==> config.mk <==
export PLATFORM = sky130hd
export DESIGN_NAME = trial_division_prime_test_top_flat
export DESIGN_NICKNAME = d
export VERILOG_FILES = /design/src/hdl/tdp_pkg.sv /design/src/hdl/tdp_if.sv /design/src/hdl/tdp_div.sv /design/src/hdl/trial_division_prime_test_top.sv /design/src/flat_wrapper.sv
export VERILOG_INCLUDE_DIRS = /design/src /design/src/hdl
export SDC_FILE = /design/constraint.sdc
export NUM_CORES = 1
export LEC_CHECK = 0
export BUFFER_PORTS_ARGS = -buffer_cell sky130_fd_sc_hd__buf_2
export CORE_MARGIN = 3
export CORE_UTILIZATION = 50
export CTS_BUF_LIST = sky130_fd_sc_hd__clkbuf_8
export DETAILED_ROUTE_END_ITERATION = 10
export PLACE_DENSITY = 0.75
export RECOVER_POWER = 100
export SYNTH_ARGS = -nofsm -noshare
export SYNTH_HDL_FRONTEND = slang
export SYNTH_SLANG_ARGS = --single-unit
export TNS_END_PERCENT = 1
==> constraint.sdc <==
create_clock -name i_clk -period 6.35 [get_ports i_clk]
set_clock_uncertainty 0.15 [all_clocks]
set_input_delay 0.9525 -clock i_clk [delete_from_list [all_inputs] [get_ports i_clk]]
set_output_delay 0.9525 -clock i_clk [all_outputs]
set_load 0.005 [all_outputs]
==> src/hdl/trial_division_prime_test_top_assert.svh <==
// Assertion macros for the trial division RTL.
// Each check is clocked on the rising edge and is held off while reset is low.
`ifndef TRIAL_DIVISION_PRIME_TEST_TOP_ASSERT_SVH
`define TRIAL_DIVISION_PRIME_TEST_TOP_ASSERT_SVH

`ifndef SYNTHESIS

// Check that a condition holds at every edge.
`define TDP_ASSERT(lbl, clk, rst_n, prop, msg) \
    lbl: assert property (@(posedge clk) disable iff (!rst_n) (prop)) else $error(msg);

// Check that a trigger is followed in the next cycle by a consequence.
`define TDP_ASSERT_NEXT(lbl, clk, rst_n, pre, post, msg) \
    lbl: assert property (@(posedge clk) disable iff (!rst_n) (pre) |=> (post)) \
        else $error(msg);

`else

`define TDP_ASSERT(lbl, clk, rst_n, prop, msg)
`define TDP_ASSERT_NEXT(lbl, clk, rst_n, pre, post, msg)

`endif

`endif

==> src/hdl/tdp_pkg.sv <==
`default_nettype none

package tdp_pkg;

    // First trial divisor of every test.
    localparam int FIRST_DIVISOR = 2;

    // Sequencer to divider: start one division.
    typedef struct packed {
        logic start;
    } t_div_ctrl;

    // Divider to sequencer: status.
    typedef struct packed {
        logic busy;
        logic done;
    } t_div_stat;

endpackage

`default_nettype wire

==> src/hdl/tdp_if.sv <==
`default_nettype none

// Candidate channel.
interface tdp_cand_if #(
    parameter int VALUE_WIDTH = 31
);
    logic                   valid;
    logic                   ready;
    logic [VALUE_WIDTH-1:0] candidate;

    modport source (output valid, output candidate, input ready);
    modport sink   (input valid, input candidate, output ready);
endinterface

// Result channel.
interface tdp_flag_if;
    logic valid;
    logic ready;
    logic prime_flag;

    modport source (output valid, output prime_flag, input ready);
    modport sink   (input valid, input prime_flag, output ready);
endinterface

`default_nettype wire

==> src/hdl/tdp_div.sv <==
`default_nettype none

// Restoring divider, one quotient bit per cycle.
module tdp_div
    import tdp_pkg::*;
#(
    parameter int VALUE_WIDTH   = 31,
    parameter int DIVISOR_WIDTH = 17
) (
    input  wire                      i_clk,
    input  wire                      i_rst_n,
    input  wire  t_div_ctrl          i_ctrl,
    input  wire  [VALUE_WIDTH-1:0]   i_dividend,
    input  wire  [DIVISOR_WIDTH-1:0] i_divisor,
    output t_div_stat                o_stat,
    output logic [VALUE_WIDTH-1:0]   o_quotient,
    output logic [DIVISOR_WIDTH-1:0] o_remainder
);

    localparam int CW = $clog2(VALUE_WIDTH + 1);

    logic [VALUE_WIDTH-1:0]   r_quo, n_quo;
    logic [DIVISOR_WIDTH-1:0] r_rem, n_rem;
    logic [CW-1:0]            r_cnt, n_cnt;
    logic                     r_done, n_done;

    logic [DIVISOR_WIDTH:0]   shifted;
    logic [DIVISOR_WIDTH:0]   diff;
    logic                     fits;

    // One restoring step: shift in the next dividend bit, subtract if it fits.
    assign shifted = {r_rem, r_quo[VALUE_WIDTH-1]};
    assign fits    = (shifted >= {1'b0, i_divisor});
    assign diff    = shifted - {1'b0, i_divisor};

    always_comb begin
        n_quo  = r_quo;
        n_rem  = r_rem;
        n_cnt  = r_cnt;
        n_done = 1'b0;
        if (i_ctrl.start) begin
            n_quo = i_dividend;
            n_rem = '0;
            n_cnt = CW'(VALUE_WIDTH);
        end else if (r_cnt != '0) begin
            n_quo  = {r_quo[VALUE_WIDTH-2:0], fits};
            n_rem  = fits ? diff[DIVISOR_WIDTH-1:0] : shifted[DIVISOR_WIDTH-1:0];
            n_cnt  = r_cnt - CW'(1);
            n_done = (r_cnt == CW'(1));
        end
    end

    always_ff @(posedge i_clk) begin
        r_quo <= n_quo;
        r_rem <= n_rem;
        if (!i_rst_n) begin
            r_cnt  <= '0;
            r_done <= 1'b0;
        end else begin
            r_cnt  <= n_cnt;
            r_done <= n_done;
        end
    end

    assign o_stat.busy  = (r_cnt != '0);
    assign o_stat.done  = r_done;
    assign o_quotient   = r_quo;
    assign o_remainder  = r_rem;

endmodule

`default_nettype wire

==> src/hdl/trial_division_prime_test_top.sv <==
// Each trial divisor takes one full pass of the bit-serial divider.
// Worst case near sqrt(2**VALUE_WIDTH) trial divisors for one candidate.
// Throughput: one candidate at a time; the next is taken once the test completes.
// A finished flag sits in the output register while the next candidate is taken.
// Reset: synchronous, active low; clears sequencer, divider count and done, and output valid.
`default_nettype none

`include "trial_division_prime_test_top_assert.svh"

module trial_division_prime_test_top
    import tdp_pkg::*;
#(
    parameter int VALUE_WIDTH = 31
) (
    input  wire       i_clk,
    input  wire       i_rst_n,
    tdp_cand_if.sink  i_cand,
    tdp_flag_if.source o_result
);

    // Divisor must reach one past sqrt(2**VALUE_WIDTH).
    localparam int DW = (VALUE_WIDTH + 1) / 2 + 1;

    // Sequencer states.
    localparam logic [1:0] ST_IDLE  = 2'd0;
    localparam logic [1:0] ST_DIV   = 2'd1;
    localparam logic [1:0] ST_CHECK = 2'd2;

    logic [1:0]             r_state, n_state;
    logic [VALUE_WIDTH-1:0] r_cand, n_cand;
    logic [DW-1:0]          r_divisor, n_divisor;
    logic                   r_start, n_start;
    logic                   r_out_valid, n_out_valid;
    logic                   r_flag, n_flag;

    t_div_ctrl              div_ctrl;
    t_div_stat              div_stat;
    logic [VALUE_WIDTH-1:0] quotient;
    logic [DW-1:0]          remainder;

    logic                   in_take;
    logic                   out_free;
    logic                   small_cand;
    logic                   past_root;
    logic                   divides;

    assign in_take  = i_cand.valid && i_cand.ready;
    // Output register can take a new flag when empty or being drained now.
    assign out_free = !r_out_valid || o_result.ready;

    // Zero and one are not prime; the loop would call them prime.
    assign small_cand = (r_cand < VALUE_WIDTH'(2));
    // Loop runs while divisor <= candidate / divisor: stop once quotient < divisor.
    assign past_root  = (quotient < VALUE_WIDTH'(r_divisor));
    assign divides    = (remainder == '0);

    assign div_ctrl.start = r_start;

    tdp_div #(
        .VALUE_WIDTH   (VALUE_WIDTH),
        .DIVISOR_WIDTH (DW)
    ) u_div (
        .i_clk       (i_clk),
        .i_rst_n     (i_rst_n),
        .i_ctrl      (div_ctrl),
        .i_dividend  (r_cand),
        .i_divisor   (r_divisor),
        .o_stat      (div_stat),
        .o_quotient  (quotient),
        .o_remainder (remainder)
    );

    always_comb begin
        n_state     = r_state;
        n_cand      = r_cand;
        n_divisor   = r_divisor;
        n_start     = 1'b0;
        n_flag      = r_flag;
        n_out_valid = r_out_valid && !o_result.ready;

        unique case (r_state)
            ST_IDLE: begin
                // Capture the candidate and launch the first trial division.
                if (in_take) begin
                    n_cand    = i_cand.candidate;
                    n_divisor = DW'(FIRST_DIVISOR);
                    n_start   = 1'b1;
                    n_state   = ST_DIV;
                end
            end
            ST_DIV: begin
                // Wait for the divider to finish this divisor.
                if (div_stat.done) begin
                    n_state = ST_CHECK;
                end
            end
            ST_CHECK: begin
                priority if (small_cand || past_root || divides) begin
                    // Verdict reached: hold here until the output register frees up.
                    if (out_free) begin
                        n_out_valid = 1'b1;
                        n_flag      = !small_cand && past_root;
                        n_state     = ST_IDLE;
                    end
                end else begin
                    // Advance to the next divisor.
                    n_divisor = r_divisor + DW'(1);
                    n_start   = 1'b1;
                    n_state   = ST_DIV;
                end
            end
            default: begin
                n_state = ST_IDLE;
            end
        endcase
    end

    always_ff @(posedge i_clk) begin
        r_cand    <= n_cand;
        r_divisor <= n_divisor;
        r_flag    <= n_flag;
        if (!i_rst_n) begin
            r_state     <= ST_IDLE;
            r_start     <= 1'b0;
            r_out_valid <= 1'b0;
        end else begin
            r_state     <= n_state;
            r_start     <= n_start;
            r_out_valid <= n_out_valid;
        end
    end

    assign i_cand.ready        = (r_state == ST_IDLE);
    assign o_result.valid      = r_out_valid;
    assign o_result.prime_flag = r_flag;

    `TDP_ASSERT(a_start_idle_div, i_clk, i_rst_n, !div_ctrl.start || !div_stat.busy, "divider restarted while busy")
    `TDP_ASSERT(a_done_in_div, i_clk, i_rst_n, !div_stat.done || (r_state == ST_DIV), "division finished outside the wait state")
    `TDP_ASSERT(a_rem_below_div, i_clk, i_rst_n, !div_stat.done || (remainder < r_divisor), "remainder not below divisor")
    `TDP_ASSERT_NEXT(a_take_starts, i_clk, i_rst_n, in_take, div_ctrl.start && (r_divisor == DW'(FIRST_DIVISOR)), "accepted transaction did not start a division")

endmodule

`default_nettype wire
==> src/flat_wrapper.sv <==
// flat-port wrapper written by rule: the top's interface ports become plain ports
module trial_division_prime_test_top_flat import tdp_pkg::*;
#(
    parameter int VALUE_WIDTH = 31
)
  (i_clk, i_rst_n, i_cand_valid, i_cand_candidate, i_cand_ready, o_result_valid, o_result_prime_flag, o_result_ready);
  tdp_cand_if #(.VALUE_WIDTH(VALUE_WIDTH)) i_cand_i ();
  tdp_flag_if o_result_i ();
  input  wire i_clk;
  input  wire i_rst_n;
  input wire logic [$bits(i_cand_i.valid)-1:0] i_cand_valid;
  input wire logic [$bits(i_cand_i.candidate)-1:0] i_cand_candidate;
  output wire logic [$bits(i_cand_i.ready)-1:0] i_cand_ready;
  output wire logic [$bits(o_result_i.valid)-1:0] o_result_valid;
  output wire logic [$bits(o_result_i.prime_flag)-1:0] o_result_prime_flag;
  input wire logic [$bits(o_result_i.ready)-1:0] o_result_ready;
  assign i_cand_i.valid = i_cand_valid;
  assign i_cand_i.candidate = i_cand_candidate;
  assign i_cand_ready = i_cand_i.ready;
  assign o_result_valid = o_result_i.valid;
  assign o_result_prime_flag = o_result_i.prime_flag;
  assign o_result_i.ready = o_result_ready;
  trial_division_prime_test_top #(.VALUE_WIDTH(VALUE_WIDTH)) u_core (.i_clk(i_clk), .i_rst_n(i_rst_n), .i_cand(i_cand_i), .o_result(o_result_i));
endmodule
==> flow_summary.json <==
{
  "fp.dieW_um": 114,
  "dieArea_mm2": 0.0130,
  "async_flop_share_pct": 0,
  "grt-busiest-layer": "met2",
  "antenna_found_initial": 0,
  "synthToLayoutAreaGrowth_pct": 7.81,
  "cts_buffer_depth": 2,
  "ys_ff_latch": 107,
  "fin_area_mm2": 0.00627,
  "postPlaceCellArea_mm2": 0.00612,
  "setup.worst_path.end_class": "flop",
  "drv_slew": 95,
  "layout-drive-gt1-share_pct": 15.2,
  "syn_inst": 525,
  "status": "finished with violations",
  "ys_warn_count": 0,
  "min_path_type": "flop to flop",
  "syn_area_mm2": 0.00581,
  "power_density_mw_per_mm2": 464,
  "cts_hold_buf": 0,
  "cts_tree": "built",
  "boundaryPins": 38,
  "crit_cells": 10,
  "ir_drop_uv": 242,
  "routed_via_density": 5.98,
  "synth-edff-count": 80,
  "drv_cap": 3,
  "crit_fanout": 17,
  "relSlewSlack_pct": -27.5,
  "ys_seq_area_share_pct": 50.6,
  "grt_max_degree": 50,
  "cts_root_buf": "clkbuf_8",
  "p_int_mw": 1.74,
  "grt_usage_pct": 19.6,
  "crit_required_ns": 6.38,
  "tightestPinTransition_ns": 1.91,
  "p_seq_share_pct": 42.4,
  "hold-path-cell-count": 2,
  "drc": 0,
  "crit_path_top_delay_cell": "o41ai_1",
  "cp_top_family": "compound AO/OA/AOI/OAI gates",
  "critPathArrivalTime_ns": 4.71,
  "rsz0062_at_grt": "false",
  "detailed_place_hpwl_mm": 9.08,
  "routedWlPerCell_um": 16.8,
  "p_switching_mw": 1.17,
  "coreArea_mm2": 0.0111,
  "cts_resized": 0,
  "overflow": 0,
  "period_share_pct": 73.6,
  "layout_min_cycle_time_ns": 4.67,
  "cpPeakStageDelay_ns": 1.32,
  "firstDrtPassIters": 5,
  "cts.clk_slew.worst_paths_ns": 0.11,
  "use_met2_pct": 32.2,
  "synthDistinctLibCells": 59,
  "wl_mm": 11.9,
  "fillerInstances": 970,
  "rows": 38,
  "violations": "capacitance limit, slew limit",
  "final_nets": 634,
  "tns_ns": 0,
  "h-tree-depth": 3,
  "clkPwrFrac_pct": 13.9,
  "die_y_um": 114,
  "startpoint_type": "flop",
  "synth_nets": 598,
  "clk-insertion-delay-late_ns": 0.38,
  "grt_pass1_vias": 4166,
  "grt_pass1_wl_mm": 20.3,
  "antennaDiodeCount": 0,
  "switching_share_pct": 40.1,
  "cts_buffers": 9,
  "ff2ff_path_depth": 10,
  "cts_sinks": 107,
  "whs_ns": 0.396,
  "first_iter_violations": 276,
  "crit_buf_inv": 2,
  "path_cells": "inv_1, ha_1, a211oi_1, nand2_1, a2111oi_0, o22ai_1, o41ai_1, clkbuf_1, mux2i_1, a211oi_1",
  "power_frac_comb_pct": 43.7,
  "cts_setup_buffers": 0,
  "cp_common_cell": "a211oi_1",
  "ys.flop_type": "edfxtp_1",
  "utilization_pct": 56.6,
  "grt_util_met3_pct": 4.14,
  "criticalPathCategory": "flop to flop",
  "port_buffers": 37,
  "max_clock_freq_mhz": 214,
  "avgSynthCellArea_um2": 11.1,
  "p_leak_nw": 2.37,
  "grt_use_met1_pct": 26.2,
  "hold_viol": 0,
  "setup-violations-final": 0,
  "vias": 4225,
  "ant_nets": 0,
  "start_util_pct": 52.5,
  "routabilityCongestion": 0.920
}
[power groups by stage]
stage,sequential (mW),combinational (mW),clock [mW]
3_3_place_gp,1.23,1.23,0
2_1_floorplan,1.16,1.06,0
6_report,1.23,1.27,0.405
4_1_cts,1.23,1.29,0.418
5_1_grt,1.26,1.43,0.445
3_5_place_dp,1.24,1.28,0
[through the flow]
stage,total power [mW],setup WS [ns],cells
after floorplan,2.21,3.42,525
after global placement,2.46,3.06,690
after detailed placement,2.53,2.93,690
after CTS,2.93,2.90,706
after global routing,3.14,1.31,706
final,2.91,1.68,706
[worst min-delay path: stages (launching register included)]
cell and delay [ns]:
dfxtp_1 0.36, nand2_1 0.07, a311oi_1 0.07
[path summary, 6_finish.rpt]
kind         slack (ns)                                      from                                       end
max reg2reg        1.68         u_core.r_divisor[9]$_SDFFCE_PN0P_  u_core.u_div.o_remainder[2]$_SDFFE_PP0P_
min                0.40  u_core.u_div.o_remainder[2]$_SDFFE_PP0P_  u_core.u_div.o_remainder[3]$_SDFFE_PP0P_
min reg2reg        0.40  u_core.u_div.o_remainder[2]$_SDFFE_PP0P_  u_core.u_div.o_remainder[3]$_SDFFE_PP0P_
max                1.68         u_core.r_divisor[9]$_SDFFCE_PN0P_  u_core.u_div.o_remainder[2]$_SDFFE_PP0P_
[synth_stat cells, drive strengths merged (6+ instances only)]
library cell  instances  area share, %
edfxtp               80             41
nor2                 43            2.8
nand2                42            2.7
ha                   37            8.0
mux2                 30            5.8
dfxtp                27            9.3
inv                  26            1.7
a21oi                23            2.0
o21ai                20            1.7
nand3                18            1.5
xnor2                18            2.7
nor3                 15            1.3
nor4                 14            1.6
a211oi               11            1.5
clkbuf               11           0.71
mux2i                10            1.7
nand2b               10            1.1
or3                   9           0.97
nand4                 7           0.75
o21a                  6           0.77
[cells by family (layout without fill, tap and decap cells)]
logic type                 Yosys count  after routing  synth area share (%)
and+or+nand+nor                    176            176                  15.0
DFF                                107            107                  50.6
AOI/OAI and AO/OA                  101            101                  12.3
buffers and inverters               41             82                  2.97
muxes                               40             40                  7.53
adders and majority gates           38             38                  8.31
xor gates and xnor gates            22             22                  3.31
[sequential cells by signal (all words and copies together) (netlist names)]
signal,count
u_core.u_div.o_remainder,17
u_core.r_cand,31
u_core.u_div.r_done,1
u_core.u_div.o_quotient,31
u_core.r_divisor,17
u_core.r_state,2
u_core.o_result.valid,1
u_core.o_result.prime_flag,1
u_core.div_ctrl,1
u_core.u_div.r_cnt,5
[cells in the final DEF, fill, tap and decap left out, types with 5 or more instances in the layout]
| cell type | instances |
|---|---|
| nor4_1 | 13 |
| clkbuf_1 | 5 |
| nand4_1 | 7 |
| nand2b_1 | 10 |
| ha_1 | 37 |
| xnor2_1 | 18 |
| nand2_1 | 42 |
| inv_1 | 27 |
| mux2_2 | 30 |
| a21oi_1 | 23 |
| buf_2 | 35 |
| o21ai_0 | 20 |
| nand3_1 | 18 |
| or3_1 | 9 |
| nor3_1 | 15 |
| dfxtp_1 | 27 |
| mux2i_1 | 10 |
| a211oi_1 | 11 |
| o21a_1 | 6 |
| nor2_1 | 43 |
| clkbuf_8 | 9 |
| edfxtp_1 | 80 |
[layout make-up]
class / count / area (um^2) / share of cell area [%]
Clock buffer: 9 / 124 / 1.98
Clock inverter: 7 / 66.3 / 1.06
Inverter: 26 / 97.6 / 1.56
Multi-Input combinational cell: 377 / 2670 / 42.6
Sequential cell: 107 / 2940 / 47.0
Tap cell: 140 / 175 / 2.79
Timing Repair Buffer: 40 / 194 / 3.09
[layer usage]
layer  routed length, um  share of wire (%)  up-vias
met5                   0                  0        -
met4                 260                2.2        0
met3                 598                5.0       19
met2                5680                 48      127
met1                5340                 45     2029
li1                    -                  -     2050
Note: power is estimated with default switching activity, not from simulation.
